File: src/rtl/murmur_hash_64a_macros.svh
// assertion macros shared by the hash controller and datapath
// expects clk and arst_n in the scope of the module that uses them
`ifndef MURMUR_HASH_64A_MACROS_SVH
`define MURMUR_HASH_64A_MACROS_SVH

// same-cycle implication
`define MH_ASSERT_IMP(label, ante, cons) \
	label: assert property (@(posedge clk) disable iff (!arst_n) (ante) |-> (cons)) \
		else $error("hash check failed in %m");

// next-cycle implication
`define MH_ASSERT_NXT(label, ante, cons) \
	label: assert property (@(posedge clk) disable iff (!arst_n) (ante) |=> (cons)) \
		else $error("hash check failed in %m");

`endif

File: src/rtl/mh64a_pkg.sv
// shared types, constants and helpers for the murmur 64a hash block
// no dependencies
package mh64a_pkg;

	localparam int unsigned WORD_W       = 64;
	localparam int unsigned COUNT_W      = 4;
	localparam int unsigned MSG_LEN_W    = 16;
	localparam int unsigned LEN_WIDTH_DEF = 16;

	localparam logic [63:0] MIX_MUL    = 64'hc6a4a7935bd1e995;
	localparam logic [31:0] MIX_MUL_LO = MIX_MUL[31:0];
	localparam logic [31:0] MIX_MUL_HI = MIX_MUL[63:32];
	localparam int unsigned MIX_SHIFT  = 47;

	typedef enum logic [3:0] {
		OP_NONE,
		OP_LOAD_LEN,
		OP_LOAD_WORD,
		OP_MUL0,
		OP_MUL1,
		OP_MUL2,
		OP_XSH,
		OP_H_SEED,
		OP_MIX_H,
		OP_TAIL,
		OP_FIN,
		OP_EMIT
	} op_t;

	typedef struct packed {
		op_t  op;
		logic wr_h;
		logic take;
	} cmd_t;

	typedef struct packed {
		logic accepted;
		logic first;
		logic full;
		logic tail;
		logic last;
		logic out_full;
	} status_t;

	function automatic logic [63:0] byte_mask(input logic [2:0] n);
		logic [63:0] m;
		m = '0;
		for (int i = 0; i < 8; i++) begin
			if (3'(i) < n) begin
				m[i*8 +: 8] = 8'hff;
			end
		end
		return m;
	endfunction

endpackage

File: src/rtl/mh64a_in_if.sv
// message word channel: valid/ready plus one word of the message
// depends on mh64a_pkg
interface mh64a_in_if;
	logic                              valid;
	logic                              ready;
	logic [mh64a_pkg::WORD_W-1:0]      data_word;
	logic [mh64a_pkg::COUNT_W-1:0]     byte_count;
	logic                              first_word;
	logic                              last_word;
	logic [mh64a_pkg::MSG_LEN_W-1:0]   message_len;

	modport source(output valid, data_word, byte_count, first_word, last_word, message_len,
		input ready);
	modport sink(input valid, data_word, byte_count, first_word, last_word, message_len,
		output ready);
endinterface

File: src/rtl/mh64a_out_if.sv
// hash result channel: valid/ready plus the finished hash
// depends on mh64a_pkg
interface mh64a_out_if;
	logic                         valid;
	logic                         ready;
	logic [mh64a_pkg::WORD_W-1:0] hash_value;

	modport source(output valid, hash_value, input ready);
	modport sink(input valid, hash_value, output ready);
endinterface

File: src/rtl/murmur_hash_64a.sv
// MurmurHash64A over a stream of 64-bit little-endian message words, one seed register.
// Takes one message beat at a time on msg and delivers each finished hash on digest;
// built from mh64a_ctrl and mh64a_datapath, types from mh64a_pkg.
// Every 64-bit multiply goes through one shared 32x32 multiplier, which sets the pace: a
// full eight-byte beat sends its word, the mixed word and the hash through it, a beat of
// 1 to 7 bytes only the hash, and an empty beat nothing. A beat marked first also takes
// the length times the mixing constant, then the seed, and a beat marked last adds
// finalization plus any wait for the previous hash to be taken. The finished hash sits in an
// output register, so the next beat may be accepted while it waits.
// The seed is written with cfg_we/cfg_wdata and should only change between messages.
module murmur_hash_64a #(
	parameter int unsigned LEN_WIDTH = mh64a_pkg::LEN_WIDTH_DEF
) (
	input  logic                         clk,
	input  logic                         arst_n,
	input  logic                         cfg_we,
	input  logic [mh64a_pkg::WORD_W-1:0] cfg_wdata,
	mh64a_in_if.sink                     msg,
	mh64a_out_if.source                  digest
);

	mh64a_pkg::cmd_t    cmd;
	mh64a_pkg::status_t st;

	mh64a_ctrl u_ctrl (
		.clk    (clk),
		.arst_n (arst_n),
		.st     (st),
		.cmd    (cmd)
	);

	mh64a_datapath #(
		.LEN_WIDTH (LEN_WIDTH)
	) u_datapath (
		.clk       (clk),
		.arst_n    (arst_n),
		.cfg_we    (cfg_we),
		.cfg_wdata (cfg_wdata),
		.msg       (msg),
		.digest    (digest),
		.cmd       (cmd),
		.st        (st)
	);

endmodule

File: src/rtl/mh64a_datapath.sv
// hash datapath: item registers, seed, running hash, shared 32x32 multiplier, result register
// depends on mh64a_pkg, mh64a_in_if, mh64a_out_if and the assertion macros
`include "murmur_hash_64a_macros.svh"

module mh64a_datapath #(
	parameter int unsigned LEN_WIDTH = mh64a_pkg::LEN_WIDTH_DEF
) (
	input  logic                          clk,
	input  logic                          arst_n,
	input  logic                          cfg_we,
	input  logic [mh64a_pkg::WORD_W-1:0]  cfg_wdata,
	mh64a_in_if.sink                      msg,
	mh64a_out_if.source                   digest,
	input  mh64a_pkg::cmd_t               cmd,
	output mh64a_pkg::status_t            st
);

	localparam int unsigned LenBits =
		(LEN_WIDTH < mh64a_pkg::MSG_LEN_W) ? LEN_WIDTH : mh64a_pkg::MSG_LEN_W;

	logic [63:0]         seed_q;
	logic [63:0]         h_q;
	logic [63:0]         x_q;
	logic [63:0]         p_q;
	logic [63:0]         res_q;
	logic                out_valid_q;
	logic [63:0]         word_q;
	logic [3:0]          count_q;
	logic                first_q;
	logic                last_q;
	logic [LenBits-1:0]  len_q;

	logic [31:0] mul_a;
	logic [31:0] mul_b;
	logic [63:0] prod;
	logic [31:0] mid_sum;
	logic [63:0] mul_res;
	logic        take;

	assign take = msg.valid && msg.ready;

	// one 32x32 product per cycle, low 64 bits built over three phases
	assign mul_a   = (cmd.op == mh64a_pkg::OP_MUL2) ? x_q[63:32] : x_q[31:0];
	assign mul_b   = (cmd.op == mh64a_pkg::OP_MUL1) ? mh64a_pkg::MIX_MUL_HI
		: mh64a_pkg::MIX_MUL_LO;
	assign prod    = {32'b0, mul_a} * {32'b0, mul_b};
	assign mid_sum = p_q[63:32] + prod[31:0];
	assign mul_res = {mid_sum, p_q[31:0]};

	assign msg.ready         = cmd.take;
	assign digest.valid      = out_valid_q;
	assign digest.hash_value = res_q;

	assign st.accepted = take;
	assign st.first    = first_q;
	assign st.full     = count_q[3];
	assign st.tail     = !count_q[3] && (count_q[2:0] != 3'd0);
	assign st.last     = last_q;
	assign st.out_full = out_valid_q && !digest.ready;

	always_ff @(posedge clk or negedge arst_n) begin
		if (!arst_n) begin
			seed_q      <= '0;
			h_q         <= '0;
			out_valid_q <= 1'b0;
		end else begin
			if (cfg_we) begin
				seed_q <= cfg_wdata;
			end
			if (cmd.op == mh64a_pkg::OP_H_SEED) begin
				h_q <= seed_q ^ x_q;
			end else if (cmd.op == mh64a_pkg::OP_MUL2 && cmd.wr_h) begin
				h_q <= mul_res;
			end else if (cmd.op == mh64a_pkg::OP_EMIT) begin
				h_q <= '0;
			end
			if (cmd.op == mh64a_pkg::OP_EMIT) begin
				out_valid_q <= 1'b1;
			end else if (digest.ready) begin
				out_valid_q <= 1'b0;
			end
		end
	end

	always_ff @(posedge clk) begin
		if (take) begin
			word_q  <= msg.data_word;
			count_q <= msg.byte_count;
			first_q <= msg.first_word;
			last_q  <= msg.last_word;
			len_q   <= msg.message_len[LenBits-1:0];
		end
		unique case (cmd.op)
			mh64a_pkg::OP_LOAD_LEN:  x_q <= 64'(len_q);
			mh64a_pkg::OP_LOAD_WORD: x_q <= word_q;
			mh64a_pkg::OP_MUL0:      p_q <= prod;
			mh64a_pkg::OP_MUL1:      p_q <= mul_res;
			mh64a_pkg::OP_MUL2:      x_q <= mul_res;
			mh64a_pkg::OP_XSH:       x_q <= x_q ^ (x_q >> mh64a_pkg::MIX_SHIFT);
			mh64a_pkg::OP_MIX_H:     x_q <= h_q ^ x_q;
			mh64a_pkg::OP_TAIL:      x_q <= h_q ^ (word_q & mh64a_pkg::byte_mask(count_q[2:0]));
			mh64a_pkg::OP_FIN:       x_q <= h_q ^ (h_q >> mh64a_pkg::MIX_SHIFT);
			mh64a_pkg::OP_EMIT:      res_q <= x_q ^ (x_q >> mh64a_pkg::MIX_SHIFT);
			default: begin
			end
		endcase
	end

	`MH_ASSERT_IMP(a_mul1_order, cmd.op == mh64a_pkg::OP_MUL1, $past(cmd.op) == mh64a_pkg::OP_MUL0)
	`MH_ASSERT_IMP(a_mul2_order, cmd.op == mh64a_pkg::OP_MUL2, $past(cmd.op) == mh64a_pkg::OP_MUL1)
	`MH_ASSERT_NXT(a_emit_result, cmd.op == mh64a_pkg::OP_EMIT, out_valid_q && h_q == '0)

endmodule

File: src/rtl/mh64a_ctrl.sv
// hash controller: sequences load, multiply, xor-shift and emit steps for each beat
// depends on mh64a_pkg and the assertion macros
`include "murmur_hash_64a_macros.svh"

module mh64a_ctrl (
	input  logic               clk,
	input  logic               arst_n,
	input  mh64a_pkg::status_t st,
	output mh64a_pkg::cmd_t    cmd
);

	typedef enum logic [3:0] {
		S_IDLE,
		S_DEC,
		S_LEN,
		S_SEED,
		S_WORD,
		S_MUL,
		S_KXSH,
		S_HMIX,
		S_TAIL,
		S_FIN,
		S_EMIT
	} state_t;

	localparam logic [1:0] PH_FIRST = 2'd0;
	localparam logic [1:0] PH_MID   = 2'd1;
	localparam logic [1:0] PH_LAST  = 2'd2;

	state_t     state_q, state_d;
	state_t     ret_q, ret_d;
	state_t     word_next;
	state_t     after_h;
	logic [1:0] phase_q, phase_d;

	// next step once the hash has been started
	always_comb begin
		if (st.full) begin
			word_next = S_WORD;
		end else if (st.tail) begin
			word_next = S_TAIL;
		end else if (st.last) begin
			word_next = S_FIN;
		end else begin
			word_next = S_IDLE;
		end
	end

	assign after_h = st.last ? S_FIN : S_IDLE;

	always_comb begin
		state_d = state_q;
		ret_d   = ret_q;
		phase_d = phase_q;
		unique case (state_q) inside
			S_IDLE: if (st.accepted) begin
				state_d = S_DEC;
			end
			S_DEC:  state_d = st.first ? S_LEN : word_next;
			S_LEN: begin
				state_d = S_MUL;
				ret_d   = S_SEED;
				phase_d = PH_FIRST;
			end
			S_SEED: state_d = word_next;
			S_WORD: begin
				state_d = S_MUL;
				ret_d   = S_KXSH;
				phase_d = PH_FIRST;
			end
			S_KXSH: begin
				state_d = S_MUL;
				ret_d   = S_HMIX;
				phase_d = PH_FIRST;
			end
			S_HMIX, S_TAIL: begin
				state_d = S_MUL;
				ret_d   = after_h;
				phase_d = PH_FIRST;
			end
			S_FIN: begin
				state_d = S_MUL;
				ret_d   = S_EMIT;
				phase_d = PH_FIRST;
			end
			S_MUL: begin
				if (phase_q == PH_LAST) begin
					state_d = ret_q;
				end else begin
					phase_d = phase_q + 2'd1;
				end
			end
			S_EMIT: if (!st.out_full) begin
				state_d = S_IDLE;
			end
			default: state_d = S_IDLE;
		endcase
	end

	always_ff @(posedge clk or negedge arst_n) begin
		if (!arst_n) begin
			state_q <= S_IDLE;
			ret_q   <= S_IDLE;
			phase_q <= PH_FIRST;
		end else begin
			state_q <= state_d;
			ret_q   <= ret_d;
			phase_q <= phase_d;
		end
	end

	// command decode from the current step
	always_comb begin
		cmd.op   = mh64a_pkg::OP_NONE;
		cmd.wr_h = (ret_q == S_IDLE) || (ret_q == S_FIN);
		cmd.take = (state_q == S_IDLE);
		unique case (state_q)
			S_LEN:  cmd.op = mh64a_pkg::OP_LOAD_LEN;
			S_SEED: cmd.op = mh64a_pkg::OP_H_SEED;
			S_WORD: cmd.op = mh64a_pkg::OP_LOAD_WORD;
			S_KXSH: cmd.op = mh64a_pkg::OP_XSH;
			S_HMIX: cmd.op = mh64a_pkg::OP_MIX_H;
			S_TAIL: cmd.op = mh64a_pkg::OP_TAIL;
			S_FIN:  cmd.op = mh64a_pkg::OP_FIN;
			S_MUL: begin
				if (phase_q == PH_FIRST) begin
					cmd.op = mh64a_pkg::OP_MUL0;
				end else if (phase_q == PH_MID) begin
					cmd.op = mh64a_pkg::OP_MUL1;
				end else begin
					cmd.op = mh64a_pkg::OP_MUL2;
				end
			end
			S_EMIT: if (!st.out_full) begin
				cmd.op = mh64a_pkg::OP_EMIT;
			end
			default: cmd.op = mh64a_pkg::OP_NONE;
		endcase
	end

	`MH_ASSERT_NXT(a_accept_decodes, st.accepted, state_q == S_DEC)
	`MH_ASSERT_IMP(a_emit_has_room, cmd.op == mh64a_pkg::OP_EMIT, !st.out_full)
	`MH_ASSERT_NXT(a_mul_returns, state_q == S_MUL && phase_q == PH_LAST, state_q == $past(ret_q))

endmodule

File: src/flat_wrapper.sv
// flat-port wrapper written by rule: the top's interface ports become plain ports
module murmur_hash_64a_flat 
#(
	parameter int unsigned LEN_WIDTH = mh64a_pkg::LEN_WIDTH_DEF
)
  (clk, arst_n, cfg_we, cfg_wdata, msg_valid, msg_data_word, msg_byte_count, msg_first_word, msg_last_word, msg_message_len, msg_ready, digest_valid, digest_hash_value, digest_ready);
  mh64a_in_if msg_i ();
  mh64a_out_if digest_i ();
  input  logic clk;
  input  logic arst_n;
  input  logic cfg_we;
  input  logic [mh64a_pkg::WORD_W-1:0] cfg_wdata;
  input wire logic [$bits(msg_i.valid)-1:0] msg_valid;
  input wire logic [$bits(msg_i.data_word)-1:0] msg_data_word;
  input wire logic [$bits(msg_i.byte_count)-1:0] msg_byte_count;
  input wire logic [$bits(msg_i.first_word)-1:0] msg_first_word;
  input wire logic [$bits(msg_i.last_word)-1:0] msg_last_word;
  input wire logic [$bits(msg_i.message_len)-1:0] msg_message_len;
  output wire logic [$bits(msg_i.ready)-1:0] msg_ready;
  output wire logic [$bits(digest_i.valid)-1:0] digest_valid;
  output wire logic [$bits(digest_i.hash_value)-1:0] digest_hash_value;
  input wire logic [$bits(digest_i.ready)-1:0] digest_ready;
  assign msg_i.valid = msg_valid;
  assign msg_i.data_word = msg_data_word;
  assign msg_i.byte_count = msg_byte_count;
  assign msg_i.first_word = msg_first_word;
  assign msg_i.last_word = msg_last_word;
  assign msg_i.message_len = msg_message_len;
  assign msg_ready = msg_i.ready;
  assign digest_valid = digest_i.valid;
  assign digest_hash_value = digest_i.hash_value;
  assign digest_i.ready = digest_ready;
  murmur_hash_64a #(.LEN_WIDTH(LEN_WIDTH)) u_core (.clk(clk), .arst_n(arst_n), .cfg_we(cfg_we), .cfg_wdata(cfg_wdata), .msg(msg_i), .digest(digest_i));
endmodule
File: config.mk
export PLATFORM = sky130hd
export DESIGN_NAME = murmur_hash_64a_flat
export DESIGN_NICKNAME = d
export VERILOG_FILES = /design/src/rtl/mh64a_pkg.sv /design/src/rtl/mh64a_in_if.sv /design/src/rtl/mh64a_out_if.sv /design/src/rtl/murmur_hash_64a.sv /design/src/rtl/mh64a_datapath.sv /design/src/rtl/mh64a_ctrl.sv /design/src/flat_wrapper.sv
export VERILOG_INCLUDE_DIRS = /design/src /design/src/rtl
export SDC_FILE = /design/constraint.sdc
export NUM_CORES = 2
export LEC_CHECK = 0
export ABC_AREA = 0
export BUFFER_PORTS_ARGS = -buffer_cell sky130_fd_sc_hd__clkbuf_2
export CORE_MARGIN = 1
export CORE_UTILIZATION = 27
export CTS_CLUSTER_DIAMETER = 30
export DETAILED_ROUTE_END_ITERATION = 16
export HOLD_SLACK_MARGIN = 0.05
export PLACE_DENSITY = 0.42
export SLEW_MARGIN = 20
export SYNTH_ARGS = -nofsm -noshare
export SYNTH_HDL_FRONTEND = slang
export SYNTH_SLANG_ARGS = --single-unit
export TNS_END_PERCENT = 20
File: constraint.sdc
create_clock -name clk -period 14.2 [get_ports clk]
set_input_delay 0 -clock clk [delete_from_list [all_inputs] [get_ports clk]]
set_output_delay 0 -clock clk [all_outputs]
set_load 0.1 [all_outputs]
==> flow_summary.toml <==
[layout]
syn2layout_area_growth_pct = 20.89
drive_above_1_share_pct = 12.08
final_cell_mix = "inv_1, fa_1, ha_1"
nets = 5870
final_common_cell = "inv_1"

[yosys]
synthTopCellsByArea = "fa_1, edfxtp_1, ha_1"
syn-cell-area_um2 = 44770
seq_area_frac_synth_pct = 26.42
syn_area_per_cell_um2 = 10.57
synthArstFlopShare_pct = 33.33
synth_area_leader_cell = "fa_1"
synth-main-ff-cell = "edfxtp_1"
ys_seq_elements = 417
postSynthCellCount = 4235
synth_warnings = 0
synth_edf_count = 278
synth_top_area_share_pct = 27.68
synth_cell_types = 94

[worst_setup_path]
rrSetupSlack_ns = 1.64
critPathBufInv = 5
path_max_fanout = 24
rr_startpoint = "u_core.u_ctrl.state_q[2]"
cp_top_family = "adder cells"
path_class = "reg -> reg"
critPathRequiredTime_ns = 14.70
startpoint_type = "register"
cpPeakStageDelay_ns = 0.82
slowest_stage = "mux2i_1"
worstPathArrival_ns = 13.05
crit_path_end_kind = "register"
crit_start = "u_core.u_ctrl.state_q[2]"
worstRegToRegCells = 36
crit_top_cell = "fa_1"
rr_endpoint = "u_core.u_datapath.p_q[63]"

[placed_design]
io_buffers = 220
place_congestion = 0.9467
dp_hpwl_um = 147500

[sta]
fin_setup_tns_ns = 0
hold_violations = 0
rsz0062_at_grt = "false"
drv_slew = 0
finalClockSkew_ns = 0.04824
relSlewSlack_pct = 16.56
fin_crit_sh_pct = 88.42
fmax_ghz = 0.07965
fin_crit_ns = 12.56
setup_viol = 0
tightest_slew_ns = 1.217

[drt]
first_pass_iters = 6
routedWlPerCell_um = 26.25
wirelength_um = 182000
via_count = 34038
final_antenna_net_count = 0
via_per_inst = 4.908
drt_iter0_drc = 2739
drc = 0

[global_routing]
grt_start_max_net_pins = 63
grt_pass1_vias = 35633
grt_usage_pct = 21.62
antenna_found_initial = 1
grt-ovfl-total = 0
grt_pass1_wl_um = 261300

[floorplanning]
fp.coreArea_um2 = 164800
initial_core_util_pct = 27.16
num_rows = 149
die_h_um = 409.2
io_pins = 221
dieArea_um2 = 167400
die_x_um = 409.2

[hold_path]
hold_end = "u_core.u_datapath.word_q[31]"
hp-start = "msg_data_word[31]"
worstHoldPathType = "in -> reg"
hold_depth = 2

[clock_network]
numCtsBuffers = 91
cts_tree = "yes"
clkSlewWorstSetupHoldPaths_ns = 0.05
cts_buffer_depth = 3
root_buffer = "clkbuf_16"
clkSinkCount = 417
ctsResizeCount = 0
htree_levels = 3
insertion_delay_ns = 0.68

[job]
max_cap_viol_count = 0

[status]
run_status = "completed"
==> per-stage QoR <==
step | cells | hold WS [ns] | util [%] | setup slack (ns) | instance area (um2)
5_1_grt | 6931 | 0.06464 | 32.83 | 1.053 | 54110
6_report | 6935 | 0.07226 | 32.84 | 1.645 | 54120
4_1_cts | 6931 | 0.05030 | 32.83 | 1.801 | 54100
3_3_place_gp | 6526 | -0.03344 | 29.38 | 1.830 | 48430
2_1_floorplan | 4239 | -0.2956 | - | 3.710 | 44780
3_5_place_dp | 6526 | -0.03521 | 29.39 | 1.861 | 48430
==> registers in the layout (all words and copies together) (netlist names), 16 cells and up <==
register	cells
u_core.u_datapath.digest.hash_value	64
u_core.u_datapath.h_q	64
u_core.u_datapath.len_q	16
u_core.u_datapath.p_q	64
u_core.u_datapath.seed_q	64
u_core.u_datapath.word_q	64
u_core.u_datapath.x_q	64
==> layout make-up <==
class / instances / area [um2]
Fill cell: 16910 / 110700
Sequential cell: 417 / 11830
Inverter: 755 / 2834
Multi-Input combinational cell: 2895 / 29560
Tap cell: 2189 / 2739
Antenna cell: 4 / 10.01
Clock inverter: 58 / 843.3
Timing Repair Buffer: 503 / 3835
Clock buffer: 114 / 2477
==> layer usage <==
metal  global-route usage (%)  part of all wire [%]  up-vias
li1                         -                     -    15071
met1                    29.48                    44    17487
met2                    34.90                    46     1261
met3                    3.130                   5.7      219
met4                    7.469                   3.8        0
met5                        0                     0        -
==> synthesized netlist by cell type (all sizes together) (5+ instances only) <==
cell     number
a222oi        5
clkbuf      137
nor2b        12
xnor2       115
a21o         70
a211oi       10
a32oi        21
mux2         66
o21ai       183
fa          619
nor2        217
inv         754
o22ai        10
nor3         20
buf          35
o221ai       31
or2          16
nand4        25
o211ai       39
a21oi       215
a22oi        35
xor2         94
and2         38
a2111oi       5
nand3        63
mux2i        28
edfxtp      278
nand2b        6
or3           6
and3         17
nand2       301
a221oi       27
a221o        51
ha          433
dfrtp       139
o31ai         6
o21bai       19
a31oi        25
o21a          9
a21boi        8
==> how the worst max path moves through the flow <==
stage                                end  slack, ns  cells after the start
6_report       u_core.u_datapath.p_q[63]       1.64                     36
2_1_floorplan  u_core.u_datapath.x_q[63]       3.71                     39
3_5_place_dp   u_core.u_datapath.p_q[63]       1.86                     36
5_1_grt        u_core.u_datapath.p_q[63]       1.05                     36
4_1_cts        u_core.u_datapath.p_q[63]       1.80                     36
3_3_place_gp   u_core.u_datapath.p_q[63]       1.83                     35
==> repair_timing <==
action	CTS	global route
hold buffers	233	0
setup buffers	0	0
hold endpoints to repair	274	0
==> cell families after synthesis <==
group / Yosys count / synth area share (%)
fa+ha+maj: 1052 / 39.78
buf+inv: 927 / 7.831
compound gates: 794 / 12.05
simple gates: 739 / 7.384
flops: 417 / 26.42
xor+xnor: 210 / 4.139
mux: 94 / 2.378
other cells: 2 / 0.01678
Power is left out: the tool's default activity adds up to more than one toggle a clock period on the data nets, which glitch-free logic cannot reach.
